==> src/rtl/lrupr_pkg.sv <==
// Shared constants and controller/datapath interface types for the
// LRU page replacement block. No dependencies.
package lrupr_pkg;

  localparam int MAX_FRAMES_DEF = 8;
  localparam int PAGE_BITS_DEF  = 16;
  localparam int CFG_W          = 4;
  localparam int FRAME_OUT_W    = 3;
  localparam int COUNT_W        = 32;

  localparam logic [CFG_W-1:0] FRAMES_RESET = 4'd8;

  // commands from controller to datapath
  typedef struct packed {
    logic load;    // request accepted: latch page, clear on restart
    logic scan;    // read one frame of the page store
    logic update;  // apply hit/fill/replace and post the result
  } cmd_t;

  // status from datapath to controller
  typedef struct packed {
    logic scan_last;  // current scan index is the last active frame
  } sts_t;

endpackage

==> src/rtl/lrupr_ram.sv <==
// Generic single-write, single-read RAM with registered read data.
// Depends on lrupr_pkg for default sizes.
module lrupr_ram #(
  parameter int WIDTH = lrupr_pkg::PAGE_BITS_DEF,
  parameter int DEPTH = lrupr_pkg::MAX_FRAMES_DEF
) (
  input  logic                                     clk,
  input  logic                                     we,
  input  logic [((DEPTH > 1) ? $clog2(DEPTH) : 1)-1:0] waddr,
  input  logic [WIDTH-1:0]                         wdata,
  input  logic [((DEPTH > 1) ? $clog2(DEPTH) : 1)-1:0] raddr,
  output logic [WIDTH-1:0]                         rdata
);

  logic [WIDTH-1:0] mem [DEPTH];

  // write port and registered read port
  always_ff @(posedge clk) begin
    if (we) begin
      mem[waddr] <= wdata;
    end
    rdata <= mem[raddr];
  end

endmodule

==> src/rtl/lrupr_ctrl.sv <==
// Sequencer for the LRU page replacement block: accept, scan, drain, update.
// Depends on lrupr_pkg for the command and status structs.
module lrupr_ctrl (
  input  logic              clk,
  input  logic              rst,
  input  logic              start,
  input  lrupr_pkg::sts_t   sts,
  output logic              busy,
  output lrupr_pkg::cmd_t   cmd
);

  localparam logic [1:0] S_IDLE   = 2'd0;
  localparam logic [1:0] S_SCAN   = 2'd1;
  localparam logic [1:0] S_DRAIN  = 2'd2;
  localparam logic [1:0] S_UPDATE = 2'd3;

  logic [1:0] state;
  logic [1:0] state_next;

  // state register
  always_ff @(posedge clk) begin
    if (rst) begin
      state <= S_IDLE;
    end else begin
      state <= state_next;
    end
  end

  // next state and commands
  always_comb begin
    state_next = state;
    cmd        = '0;
    case (state)
      S_IDLE: begin
        if (start) begin
          cmd.load   = 1'b1;
          state_next = S_SCAN;
        end
      end
      S_SCAN: begin
        cmd.scan = 1'b1;
        if (sts.scan_last) begin
          state_next = S_DRAIN;
        end
      end
      // last read data lands in the compare stage
      S_DRAIN: begin
        state_next = S_UPDATE;
      end
      S_UPDATE: begin
        cmd.update = 1'b1;
        state_next = S_IDLE;
      end
      default: begin
        state_next = S_IDLE;
      end
    endcase
  end

  assign busy = (state != S_IDLE);

endmodule

==> src/rtl/lrupr_dp.sv <==
// Datapath: frame state (page RAM, valid bits, recency ranks), scan compare,
// victim selection, rank update and fault counter. Depends on lrupr_pkg, lrupr_ram.
module lrupr_dp #(
  parameter int MAX_FRAMES = lrupr_pkg::MAX_FRAMES_DEF,
  parameter int PAGE_BITS  = lrupr_pkg::PAGE_BITS_DEF
) (
  input  logic                                clk,
  input  logic                                rst,
  input  logic                                cfg_write,
  input  logic [lrupr_pkg::CFG_W-1:0]         frames_in_use,
  input  logic [PAGE_BITS-1:0]                page_number,
  input  logic                                restart,
  input  lrupr_pkg::cmd_t                     cmd,
  output lrupr_pkg::sts_t                     sts,
  output logic                                done,
  output logic                                fault,
  output logic [lrupr_pkg::FRAME_OUT_W-1:0]   frame_used,
  output logic [lrupr_pkg::COUNT_W-1:0]       fault_count
);

  localparam int IDX_W  = (MAX_FRAMES > 1) ? $clog2(MAX_FRAMES) : 1;
  localparam int RANK_W = IDX_W;

  // configuration
  logic [lrupr_pkg::CFG_W-1:0] cfg_frames;
  logic [IDX_W-1:0]            last_calc;
  logic [IDX_W-1:0]            last_idx;

  // request and scan
  logic [PAGE_BITS-1:0] page_q;
  logic [IDX_W-1:0]     scan_idx;
  logic                 cmp_en;
  logic [IDX_W-1:0]     cmp_idx;
  logic [PAGE_BITS-1:0] rd_page;
  logic                 cmp_valid;
  logic [RANK_W-1:0]    cmp_rank;
  logic                 cmp_hit;

  // scan results
  logic              hit_found;
  logic              free_found;
  logic [IDX_W-1:0]  hit_idx;
  logic [RANK_W-1:0] hit_rank;
  logic [IDX_W-1:0]  free_idx;
  logic [IDX_W-1:0]  best_idx;
  logic [RANK_W-1:0] best_rank;

  // frame state
  logic [MAX_FRAMES-1:0] valid;
  logic [MAX_FRAMES-1:0] valid_next;
  logic [RANK_W-1:0]     rank      [MAX_FRAMES];
  logic [RANK_W-1:0]     rank_next [MAX_FRAMES];
  logic [lrupr_pkg::COUNT_W-1:0] fault_total;

  // update decision
  logic [IDX_W-1:0]  used_idx;
  logic [RANK_W-1:0] old_rank;
  logic              touch_all;

  // frame count register
  always_ff @(posedge clk) begin
    if (rst) begin
      cfg_frames <= lrupr_pkg::FRAMES_RESET;
    end else if (cfg_write) begin
      cfg_frames <= frames_in_use;
    end
  end

  // clamp frame count into 1..MAX_FRAMES, kept as last index
  always_comb begin
    if (cfg_frames == '0) begin
      last_calc = '0;
    end else if (int'(cfg_frames) > MAX_FRAMES) begin
      last_calc = IDX_W'(MAX_FRAMES - 1);
    end else begin
      last_calc = IDX_W'(cfg_frames - 1'b1);
    end
  end

  // request latch and scan counter
  always_ff @(posedge clk) begin
    if (cmd.load) begin
      page_q   <= page_number;
      last_idx <= last_calc;
      scan_idx <= '0;
    end else if (cmd.scan && !sts.scan_last) begin
      scan_idx <= scan_idx + 1'b1;
    end
  end

  assign sts.scan_last = (scan_idx == last_idx);

  // page store, one read per scan cycle
  lrupr_ram #(
    .WIDTH (PAGE_BITS),
    .DEPTH (MAX_FRAMES)
  ) u_page_ram (
    .clk   (clk),
    .we    (cmd.update && !hit_found),
    .waddr (used_idx),
    .wdata (page_q),
    .raddr (scan_idx),
    .rdata (rd_page)
  );

  // compare stage, aligned with registered read data
  assign cmp_valid = valid[cmp_idx];
  assign cmp_rank  = rank[cmp_idx];
  assign cmp_hit   = cmp_valid && (rd_page == page_q);

  always_ff @(posedge clk) begin
    if (rst) begin
      cmp_en     <= 1'b0;
      hit_found  <= 1'b0;
      free_found <= 1'b0;
    end else begin
      cmp_en <= cmd.scan;
      if (cmd.load) begin
        hit_found  <= 1'b0;
        free_found <= 1'b0;
      end else if (cmp_en) begin
        if (cmp_hit) begin
          hit_found <= 1'b1;
        end
        if (!cmp_valid) begin
          free_found <= 1'b1;
        end
      end
    end
  end

  // first hit, first free frame, highest rank (lowest index on tie)
  always_ff @(posedge clk) begin
    cmp_idx <= scan_idx;
    if (cmp_en) begin
      if (cmp_hit && !hit_found) begin
        hit_idx  <= cmp_idx;
        hit_rank <= cmp_rank;
      end
      if (!cmp_valid && !free_found) begin
        free_idx <= cmp_idx;
      end
      if (cmp_idx == '0 || cmp_rank > best_rank) begin
        best_idx  <= cmp_idx;
        best_rank <= cmp_rank;
      end
    end
  end

  // pick the frame and the aging threshold
  assign touch_all = !hit_found && free_found;
  assign used_idx  = hit_found ? hit_idx : (free_found ? free_idx : best_idx);
  assign old_rank  = hit_found ? hit_rank : best_rank;

  // per-frame valid and rank update
  always_comb begin
    for (int i = 0; i < MAX_FRAMES; i++) begin
      valid_next[i] = valid[i];
      rank_next[i]  = rank[i];
      if (cmd.load && restart) begin
        valid_next[i] = 1'b0;
        rank_next[i]  = '0;
      end else if (cmd.update) begin
        if (IDX_W'(i) == used_idx) begin
          valid_next[i] = 1'b1;
          rank_next[i]  = '0;
        end else if (valid[i] && (touch_all || rank[i] < old_rank)) begin
          rank_next[i] = rank[i] + 1'b1;
        end
      end
    end
  end

  always_ff @(posedge clk) begin
    if (rst) begin
      valid <= '0;
      for (int i = 0; i < MAX_FRAMES; i++) begin
        rank[i] <= '0;
      end
    end else begin
      valid <= valid_next;
      for (int i = 0; i < MAX_FRAMES; i++) begin
        rank[i] <= rank_next[i];
      end
    end
  end

  // saturating fault counter
  always_ff @(posedge clk) begin
    if (rst) begin
      fault_total <= '0;
    end else if (cmd.load && restart) begin
      fault_total <= '0;
    end else if (cmd.update && !hit_found && fault_total != '1) begin
      fault_total <= fault_total + 1'b1;
    end
  end

  // result registers
  always_ff @(posedge clk) begin
    if (rst) begin
      done <= 1'b0;
    end else begin
      done <= cmd.update;
    end
  end

  always_ff @(posedge clk) begin
    if (cmd.update) begin
      fault      <= !hit_found;
      frame_used <= lrupr_pkg::FRAME_OUT_W'(used_idx);
    end
  end

  assign fault_count = fault_total;

endmodule

==> src/rtl/lru_page_replacement.sv <==
// Top level of the LRU page replacement block with fault counting.
// Depends on lrupr_pkg, lrupr_ctrl, lrupr_dp (and lrupr_ram below it).
//
//   channel   handshake           payload
//   config    cfg_write           frames_in_use
//   request   start / busy        page_number, restart
//   result    done (1-cycle)      fault, frame_used, fault_count
//
// A request runs from accept to the done strobe through a scan of the
// active frames (1..MAX_FRAMES): the page RAM is scanned one frame per
// cycle through its single read port, then come a drain and an update state.
// A new request may be accepted in the cycle that shows done.
// rst is synchronous, active high; it clears frames, count and sets
// frames_in_use to 8. Results cannot be stalled.
module lru_page_replacement #(
  parameter int MAX_FRAMES = lrupr_pkg::MAX_FRAMES_DEF,
  parameter int PAGE_BITS  = lrupr_pkg::PAGE_BITS_DEF
) (
  input  logic                              clk,
  input  logic                              rst,
  input  logic                              cfg_write,
  input  logic [lrupr_pkg::CFG_W-1:0]       frames_in_use,
  input  logic                              start,
  input  logic [PAGE_BITS-1:0]              page_number,
  input  logic                              restart,
  output logic                              busy,
  output logic                              done,
  output logic                              fault,
  output logic [lrupr_pkg::FRAME_OUT_W-1:0] frame_used,
  output logic [lrupr_pkg::COUNT_W-1:0]     fault_count
);

  lrupr_pkg::cmd_t cmd;
  lrupr_pkg::sts_t sts;

  // sequencer
  lrupr_ctrl u_ctrl (
    .clk   (clk),
    .rst   (rst),
    .start (start),
    .sts   (sts),
    .busy  (busy),
    .cmd   (cmd)
  );

  // frame state and scan datapath
  lrupr_dp #(
    .MAX_FRAMES (MAX_FRAMES),
    .PAGE_BITS  (PAGE_BITS)
  ) u_dp (
    .clk           (clk),
    .rst           (rst),
    .cfg_write     (cfg_write),
    .frames_in_use (frames_in_use),
    .page_number   (page_number),
    .restart       (restart),
    .cmd           (cmd),
    .sts           (sts),
    .done          (done),
    .fault         (fault),
    .frame_used    (frame_used),
    .fault_count   (fault_count)
  );

endmodule

==> config.mk <==
export PLATFORM = sky130hd
export DESIGN_NAME = lru_page_replacement
export DESIGN_NICKNAME = d
export VERILOG_FILES = /design/src/rtl/lrupr_pkg.sv /design/src/rtl/lrupr_ram.sv /design/src/rtl/lrupr_ctrl.sv /design/src/rtl/lrupr_dp.sv /design/src/rtl/lru_page_replacement.sv
export SDC_FILE = /design/constraint.sdc
export NUM_CORES = 1
export LEC_CHECK = 0
export ABC_CLOCK_PERIOD_IN_PS = 4300
export BUFFER_PORTS_ARGS = -buffer_cell sky130_fd_sc_hd__clkbuf_2
export CAP_MARGIN = 10
export CELL_PAD_IN_SITES_DETAIL_PLACEMENT = 1
export CELL_PAD_IN_SITES_GLOBAL_PLACEMENT = 1
export CORE_MARGIN = 1.5
export CORE_UTILIZATION = 55
export DETAILED_ROUTE_END_ITERATION = 10
export PLACE_DENSITY_LB_ADDON = 0.2
export SLEW_MARGIN = 20
export SYNTH_ARGS = -nofsm -noshare
export SYNTH_HDL_FRONTEND = slang
export SYNTH_HIERARCHICAL = 1
export SYNTH_SLANG_ARGS = --single-unit
export TNS_END_PERCENT = 1
==> constraint.sdc <==
create_clock -name clk -period 4.3 [get_ports clk]
set_input_delay 0 -clock clk [delete_from_list [all_inputs] [get_ports clk]]
set_output_delay 0 -clock clk [all_outputs]
set_load 0.005 [all_outputs]
==> impl_metrics.env, run 1 <==
export IMPL_status="finished clean"
export IMPL_synth_nets=863
export IMPL_hold_path_depth=4
export IMPL_grt_pass1_vias=7832
export IMPL_reg2reg_depth=6
export IMPL_postSynthAreaPerCell_um2=14.1
export IMPL_track_usage_pct=26.6
export IMPL_path_clk_slew_ns=0.06
export IMPL_holdWs_ns=0.0669
export IMPL_crit_reg2reg_capture="u_dp/rank[5][1]"
export IMPL_end_kind="flop"
export IMPL_dieArea_mm2=0.0215
export IMPL_slowest_stage="mux2i_1"
export IMPL_drive_above_1_share_pct=18.3
export IMPL_port_buffers=62
export IMPL_slew_violations=0
export IMPL_areaGrowthSynthToFinish_pct=15.8
export IMPL_coreArea_mm2=0.0202
export IMPL_utilization_pct=65.0
export IMPL_crit_arrival_ns=3.46
export IMPL_syn_inst=803
export IMPL_synth_edff_count=166
export IMPL_ir_worst_vdd_mv=0.276
export IMPL_period_needed_ns=3.03
export IMPL_first_iter_violations=464
export IMPL_crit_family="multiplexers"
export IMPL_gp_congestion=0.839
export IMPL_clk_latency_ns=0.52
export IMPL_finalCritPeriodShare_pct=70.4
export IMPL_r2r_start="u_dp/hit_found"
export IMPL_via_per_inst=6.10
export IMPL_boundaryPins=63
export IMPL_fin_nets=963
export IMPL_path_depth=6
export IMPL_finalHoldViolCount=0
export IMPL_rsz0062_at_grt="false"
export IMPL_grt_max_degree=52
export IMPL_final_antenna_net_count=0
export IMPL_ys_seq_area_share_pct=60.8
export IMPL_async_flop_share_pct=0
export IMPL_finalClockSkew_ns=0.00831
export IMPL_worst_pin_slew_ns=1.01
export IMPL_cts_num_sinks=262
export IMPL_grt_overflow=0
export IMPL_cts_tree="done"
export IMPL_firstDrtPassIters=4
export IMPL_worst_path_max_fanout=14
export IMPL_maxCapViolations=0
export IMPL_die_h_um=147
export IMPL_dpl_hpwl_mm=17.4
export IMPL_cts_max_path_buffers=3
export IMPL_worstSetupPathType="reg2reg"
export IMPL_ys_types=65
export IMPL_synth_warnings=6
export IMPL_rows=52
export IMPL_mostFrequentLayoutCells="edfxtp_1 (166), dfxtp_1 (95), clkbuf_2 (62)"
export IMPL_pwr_density_cell_mw_per_mm2=499
export IMPL_cp_common_cell="o2111ai_1"
export IMPL_start_kind="flop"
export IMPL_antenna_cells=0
export IMPL_r2r_slack_ns=1.27
export IMPL_hp_start="restart"
export IMPL_max_stage_delay_ns=0.86
export IMPL_cp_required_ns=4.73
export IMPL_hold_path_class="in2reg"
export IMPL_post_cts_buffers=0
export IMPL_wl_per_cell_um=23.6
export IMPL_path_buf_inv=0
export IMPL_via_count=7283
export IMPL_wirelength_mm=28.1
export IMPL_setup_viol=0
export IMPL_fmax_ghz=0.331
export IMPL_htree_levels=1
export IMPL_start_util_pct=56.1
export IMPL_synth_seq_cells=262
export IMPL_path_cells="mux2i_1 -> ha_1 -> o2111ai_1 -> o2111ai_1 -> or3b_1 -> a21oi_1"
export IMPL_antenna_found_initial=0
export IMPL_maxSlewHeadroom_pct=32.5
export IMPL_final_common_cell="edfxtp_1"
export IMPL_cts_root_buf="clkbuf_16"
export IMPL_leakagePower_nw=4.66
export IMPL_setup_tns_final_ns=0
export IMPL_synth_flop_cell="edfxtp_1"
export IMPL_cts_buffers=27
export IMPL_grt_pass1_wl_mm=44.3
export IMPL_whs_endpoint="u_dp/fault_count[13]"
export IMPL_ctsResizeCount=0
export IMPL_drc_errors=0
export IMPL_die_w_um=147
export IMPL_synth_area_mm2=0.0114
export IMPL_ctsHoldBuffers=30
## metrics by stage
step | total power [W] | instances | cell area, um^2 | setup slack, ns
2_1_floorplan | 0.00384 | 803 | 11400 | 1.55
3_3_place_gp | 0.00405 | 1114 | 11900 | 1.50
3_5_place_dp | 0.00414 | 1114 | 11900 | 1.38
4_1_cts | 0.00657 | 1193 | 13200 | 1.29
5_1_grt | 0.00677 | 1193 | 13200 | 1.18
6_report | 0.00656 | 1193 | 13200 | 1.27
## cell families (layout without fill, tap and decap cells)
group	count (synthesis)	after routing	share of synthesized area (%)
buf+inv	65	185	2.65
compound gates	129	129	8.02
fa+ha+maj	37	37	4.03
mux	71	71	11.8
xor+xnor	31	31	2.39
flops	262	262	60.8
simple gates	208	208	10.3
## worst reg2reg max path, cell delays in order, from the launching register on
cell       delay (ns)
dfxtp_1          0.71
mux2i_1          0.87
ha_1             0.39
o2111ai_1        0.09
o2111ai_1        0.28
or3b_1           0.45
a21oi_1          0.15
## layer usage
metal	track usage [%]	routed length (um)	vias to the layer above	share of wire, %
met4	7.58	716	0	2.5
met2	49.3	15100	149	54
met5	0	0	-	0
met3	3.39	931	58	3.3
met1	32.4	11300	3750	40
li1	-	-	3326	-
## synthesized netlist by cell type, types with 5 or more instances
| cell type | number | share of area (%) |
|---|---|---|
| nor2_1 | 38 | 1.3 |
| nor3_1 | 9 | 0.40 |
| and3_1 | 5 | 0.28 |
| mux2i_1 | 12 | 1.1 |
| buf_6 | 6 | 0.59 |
| mux2_2 | 19 | 1.9 |
| or4_1 | 6 | 0.40 |
| ha_1 | 35 | 3.9 |
| edfxtp_1 | 166 | 44 |
| inv_1 | 27 | 0.89 |
| and4_1 | 6 | 0.46 |
| buf_1 | 7 | 0.23 |
| o2111ai_1 | 11 | 0.85 |
| nand2b_1 | 17 | 0.94 |
| a21oi_1 | 51 | 2.2 |
| a31oi_1 | 6 | 0.33 |
| buf_2 | 6 | 0.26 |
| nor2b_1 | 13 | 0.72 |
| mux4_2 | 12 | 2.4 |
| o21ai_0 | 6 | 0.26 |
| nand2_1 | 31 | 1.0 |
| xnor2_1 | 29 | 2.2 |
| o21ai_1 | 9 | 0.40 |
| clkbuf_1 | 14 | 0.46 |
| nand3_1 | 32 | 1.4 |
| nor4_1 | 5 | 0.28 |
| or3_1 | 9 | 0.50 |
| dfxtp_1 | 96 | 17 |
| nand4_1 | 19 | 1.0 |
| mux4_1 | 28 | 6.5 |
## layout make-up
| type | count | area, um^2 |
|---|---|---|
| fill | 1909 | 7080 |
| tap | 270 | 338 |
| sequential | 262 | 6910 |
| clock inverter | 12 | 159 |
| multi-input combinational | 476 | 4160 |
| clock buffer | 37 | 754 |
| timing repair buffer | 106 | 716 |
| inverter | 30 | 113 |
## flip-flops by register name, summed over array words and instances (netlist names), 3 cells and up
register	count
u_dp/frame_used	3
u_dp/best_rank	3
u_dp/page_q	16
u_dp/hit_rank	3
u_dp/cfg_frames	4
u_dp/u_page_ram/mem	128
u_dp/free_idx	3
u_dp/best_idx	3
u_dp/hit_idx	3
u_dp/cmp_idx	3
u_dp/valid	8
u_dp/rank	24
u_dp/fault_count	32
u_dp/u_page_ram/rdata	16
u_dp/last_idx	3
u_dp/scan_idx	3
## how the worst max path moves through the flow
stage	from	slack, ns	end
floorplan	u_dp/free_found	1.55	u_dp/u_page_ram/mem[0][0]
global placement	u_dp/cmp_idx[0]	1.50	u_dp/best_idx[2]
detailed placement	u_dp/hit_found	1.38	u_dp/rank[1][1]
CTS	u_dp/hit_found	1.29	u_dp/rank[5][1]
global route	u_dp/hit_found	1.18	u_dp/rank[5][1]
finish	u_dp/hit_found	1.27	u_dp/rank[5][1]
## report_power, final
part	internal (W)	switching, W
logic	0.000447	0.000494
registers	0.00295	0.000256
clock network	0.00146	0.000948
total	0.00486	0.00170
No activity file was read; power rests on OpenSTA's default activity.
==> inputs of run 2 (changes only) <==
- ABC_AREA: default -> 1
- ABC_CLOCK_PERIOD_IN_PS: 4300 -> 2700
- CORE_UTILIZATION: 55 -> 42
- clock period: 4.3 -> 2.7 ns (I/O delays scaled with it)
==> run 2 against run 1 <==
Net effect:
- clock skew shrank 0.00050 ns
- cell area grew 13%
- cell count grew 73%
- sequential share of layout area shrank 5.9 points
- sequential power grew 59%
- utilization shrank 15 points
- critical path type unchanged
- highest routed layer unchanged
==> impl_metrics.env, run 2 <==
export IMPL_switchingPower_w=0.00405
export IMPL_worst_pin_slew_ns=0.743
export IMPL_seqPwrFrac_pct=42.1
export IMPL_yosysTopAreaCell="edfxtp_1"
export IMPL_cts_root_buf="clkbuf_16"
export IMPL_finalCritPeriodShare_pct=91.8
export IMPL_worstSetupPathType="reg2reg"
export IMPL_wl_per_cell_um=17.4
export IMPL_synth_nets=1586
export IMPL_port_buffers=62
export IMPL_crit_arrival_ns=2.75
export IMPL_leakagePower_nw=6.58
export IMPL_cts_buffers=30
export IMPL_worst_path_max_fanout=10
export IMPL_dieArea_mm2=0.0314
export IMPL_die_w_um=177
export IMPL_cts_tree="done"
export IMPL_syn_inst=1526
export IMPL_p_clk_share_pct=32.5
export IMPL_drive_above_1_share_pct=11.0
export IMPL_grt_pass1_wl_mm=57.4
export IMPL_firstDrtPassIters=4
export IMPL_largest_register="u_dp/u_page_ram/mem"
export IMPL_setup_ws_ns=0.220
export IMPL_final_antenna_net_count=0
export IMPL_path_clk_slew_ns=0.06
export IMPL_regArea_mm2=0.00691
export IMPL_finalHoldViolCount=0
export IMPL_final_common_cell="nand2_1"
export IMPL_maxCapViolations=0
export IMPL_areaGrowthSynthToFinish_pct=16.2
export IMPL_async_flop_share_pct=0
export IMPL_via_count=10425
export IMPL_swShare_pct=33.5
export IMPL_synth_edff_count=166
export IMPL_utilization_pct=49.7
export IMPL_first_iter_violations=450
export IMPL_start_util_pct=42.8
export IMPL_ys_types=32
export IMPL_fmax_ghz=0.403
export IMPL_placedCellCount=1976
export IMPL_start_kind="flop"
export IMPL_fillers=3605
export IMPL_finalClockSkew_ns=0.00781
export IMPL_drc_errors=0
export IMPL_p_int_w=0.00805
export IMPL_synth_warnings=6
export IMPL_post_place_ws_ns=0.169
export IMPL_cp_required_ns=2.97
export IMPL_antenna_found_initial=0
export IMPL_grt_overflow=0
export IMPL_slew_violations=0
export IMPL_synth_seq_cells=262
export IMPL_period_needed_ns=2.48
export IMPL_wirelength_mm=35.8
export IMPL_multi_input_area_mm2=0.00468
export IMPL_yosysMostFrequentCell="nand2_1"
export IMPL_gp_congestion=0.849
export IMPL_grt_max_degree=56
export IMPL_coreArea_mm2=0.0298
export IMPL_final_cells=2059
export IMPL_end_kind="flop"
export IMPL_maxSlewHeadroom_pct=50.4
export IMPL_via_per_inst=5.06
export IMPL_cts_max_path_buffers=3
export IMPL_synth_area_mm2=0.0128
export IMPL_p_comb_share_pct=25.4
export IMPL_setup_viol=0
export IMPL_rows=63
export IMPL_clk_latency_ns=0.55
export IMPL_ir_worst_vdd_mv=0.590
export IMPL_antenna_cells=0
export IMPL_pwr_density_cell_mw_per_mm2=816
export IMPL_status="finished clean"
export IMPL_synth_area_leaders="edfxtp_1 (39%), dfxtp_1 (15%), nand2_1 (15%)"
export IMPL_dpl_hpwl_mm=23.8
export IMPL_synthTopCellsByCount="nand2_1 (496), inv_1 (231), edfxtp_1 (166)"
export IMPL_fin_nets=1705
export IMPL_die_h_um=177
export IMPL_postSynthAreaPerCell_um2=8.36
export IMPL_synth_flop_cell="edfxtp_1"
export IMPL_mostFrequentLayoutCells="nand2_1 (496), inv_1 (230), edfxtp_1 (166)"
export IMPL_boundaryPins=63
export IMPL_track_usage_pct=23.3
export IMPL_htree_levels=1
export IMPL_hold_path_class="in2reg"
export IMPL_ys_seq_area_share_pct=54.2
export IMPL_largest_reg_flops=128
export IMPL_cts_num_sinks=262
export IMPL_grt_pass1_vias=10898
export IMPL_yosys_area_top_type_share_pct=39.1
==> run 2: changes by cell type after synthesis, moves of 13 or more <==
| cell | change |
|---|---|
| mux4_1 | -28 |
| nand2b_1 | -17 |
| a21oi_1 | +27 |
| nand2_1 | +465 |
| nand3_1 | +97 |
| o21ai_0 | +29 |
| nor2_1 | +71 |
| inv_1 | +204 |
| xnor2_1 | -18 |
| nor2b_1 | -13 |
| mux2_2 | -19 |
| xor2_1 | +17 |
==> run 2: layout make-up <==
type,instances,area share [%]
multi-input cells,983,31.6
well taps,390,3.29
clock inverters,8,0.295
flip-flops and latches,262,46.6
inverters,238,6.07
repair inverters,1,0.0506
repair buffers,129,5.89
clock buffers,48,6.21
==> run 2: layer usage <==
metal,part of all wire (%),vias up,track usage (%)
met1,45,5104,29.6
met4,2.0,0,6.11
met2,50,143,42.0
met3,2.9,46,2.51
met5,0,-,0
li1,-,5132,-
==> run 2: kinds of logic after synthesis <==
| group | count (synthesis) | synth area share, % |
|---|---|---|
| adder cells (fa/ha/maj) | 35 | 3.43 |
| flip-flops | 262 | 54.2 |
| XOR/XNOR | 30 | 2.06 |
| AND/OR/NAND/NOR | 793 | 26.0 |
| buffers and inverters | 281 | 9.28 |
| AO/OA/AOI/OAI | 125 | 5.10 |
==> run 2: final timing paths <==
kind / start / endpoint / slack (ns) / cells after the start
max: u_dp/cmp_idx[0] / u_dp/best_idx[2] / 0.22 / 12
min: page_number[3] / u_dp/page_q[3] / 0.16 / 2
max reg2reg: u_dp/cmp_idx[0] / u_dp/best_idx[2] / 0.22 / 12
min reg2reg: u_dp/scan_idx[2] / u_dp/cmp_idx[2] / 0.45 / 0
==> run 2: per-stage QoR <==
step | TNS (ns) | power, W | hold WS, ns | cell area, um^2
3_3_place_gp | 0 | 0.00803 | 0.179 | 13600
5_1_grt | -0.0522 | 0.0128 | 0.159 | 14800
2_1_floorplan | 0 | 0.00720 | 0.0714 | 12800
3_5_place_dp | 0 | 0.00816 | 0.179 | 13600
6_report | 0 | 0.0121 | 0.164 | 14800
4_1_cts | 0 | 0.0122 | 0.130 | 14800
==> run 2: critical path, stage by stage, from the launching register on <==
cell and delay, ns:
dfxtp_2 0.47, clkinvlp_4 0.21, buf_4 0.17, nor2_1 0.11, o22ai_1 0.10, nand2_1 0.06, nand2_1 0.09, ha_1 0.33
nand2_1 0.07, o21ai_0 0.16, nand2_1 0.07, a21boi_0 0.16, buf_4 0.19
==> run 2: power groups by stage <==
stage               clock network [W]  logic [W]  registers (W)
floorplan                           0    0.00214        0.00506
CTS                           0.00403    0.00308        0.00509
global route                  0.00417    0.00348        0.00514
finish                        0.00393    0.00307        0.00509
detailed placement                  0    0.00300        0.00516
global placement                    0    0.00290        0.00514
==> run 2: repair_timing <==
action,4_1_cts,5_1_grt
hold buffers,24,0
buffers inserted,0,2
gates resized for setup,0,4
setup endpoints to repair,0,6
hold endpoints to repair,38,0
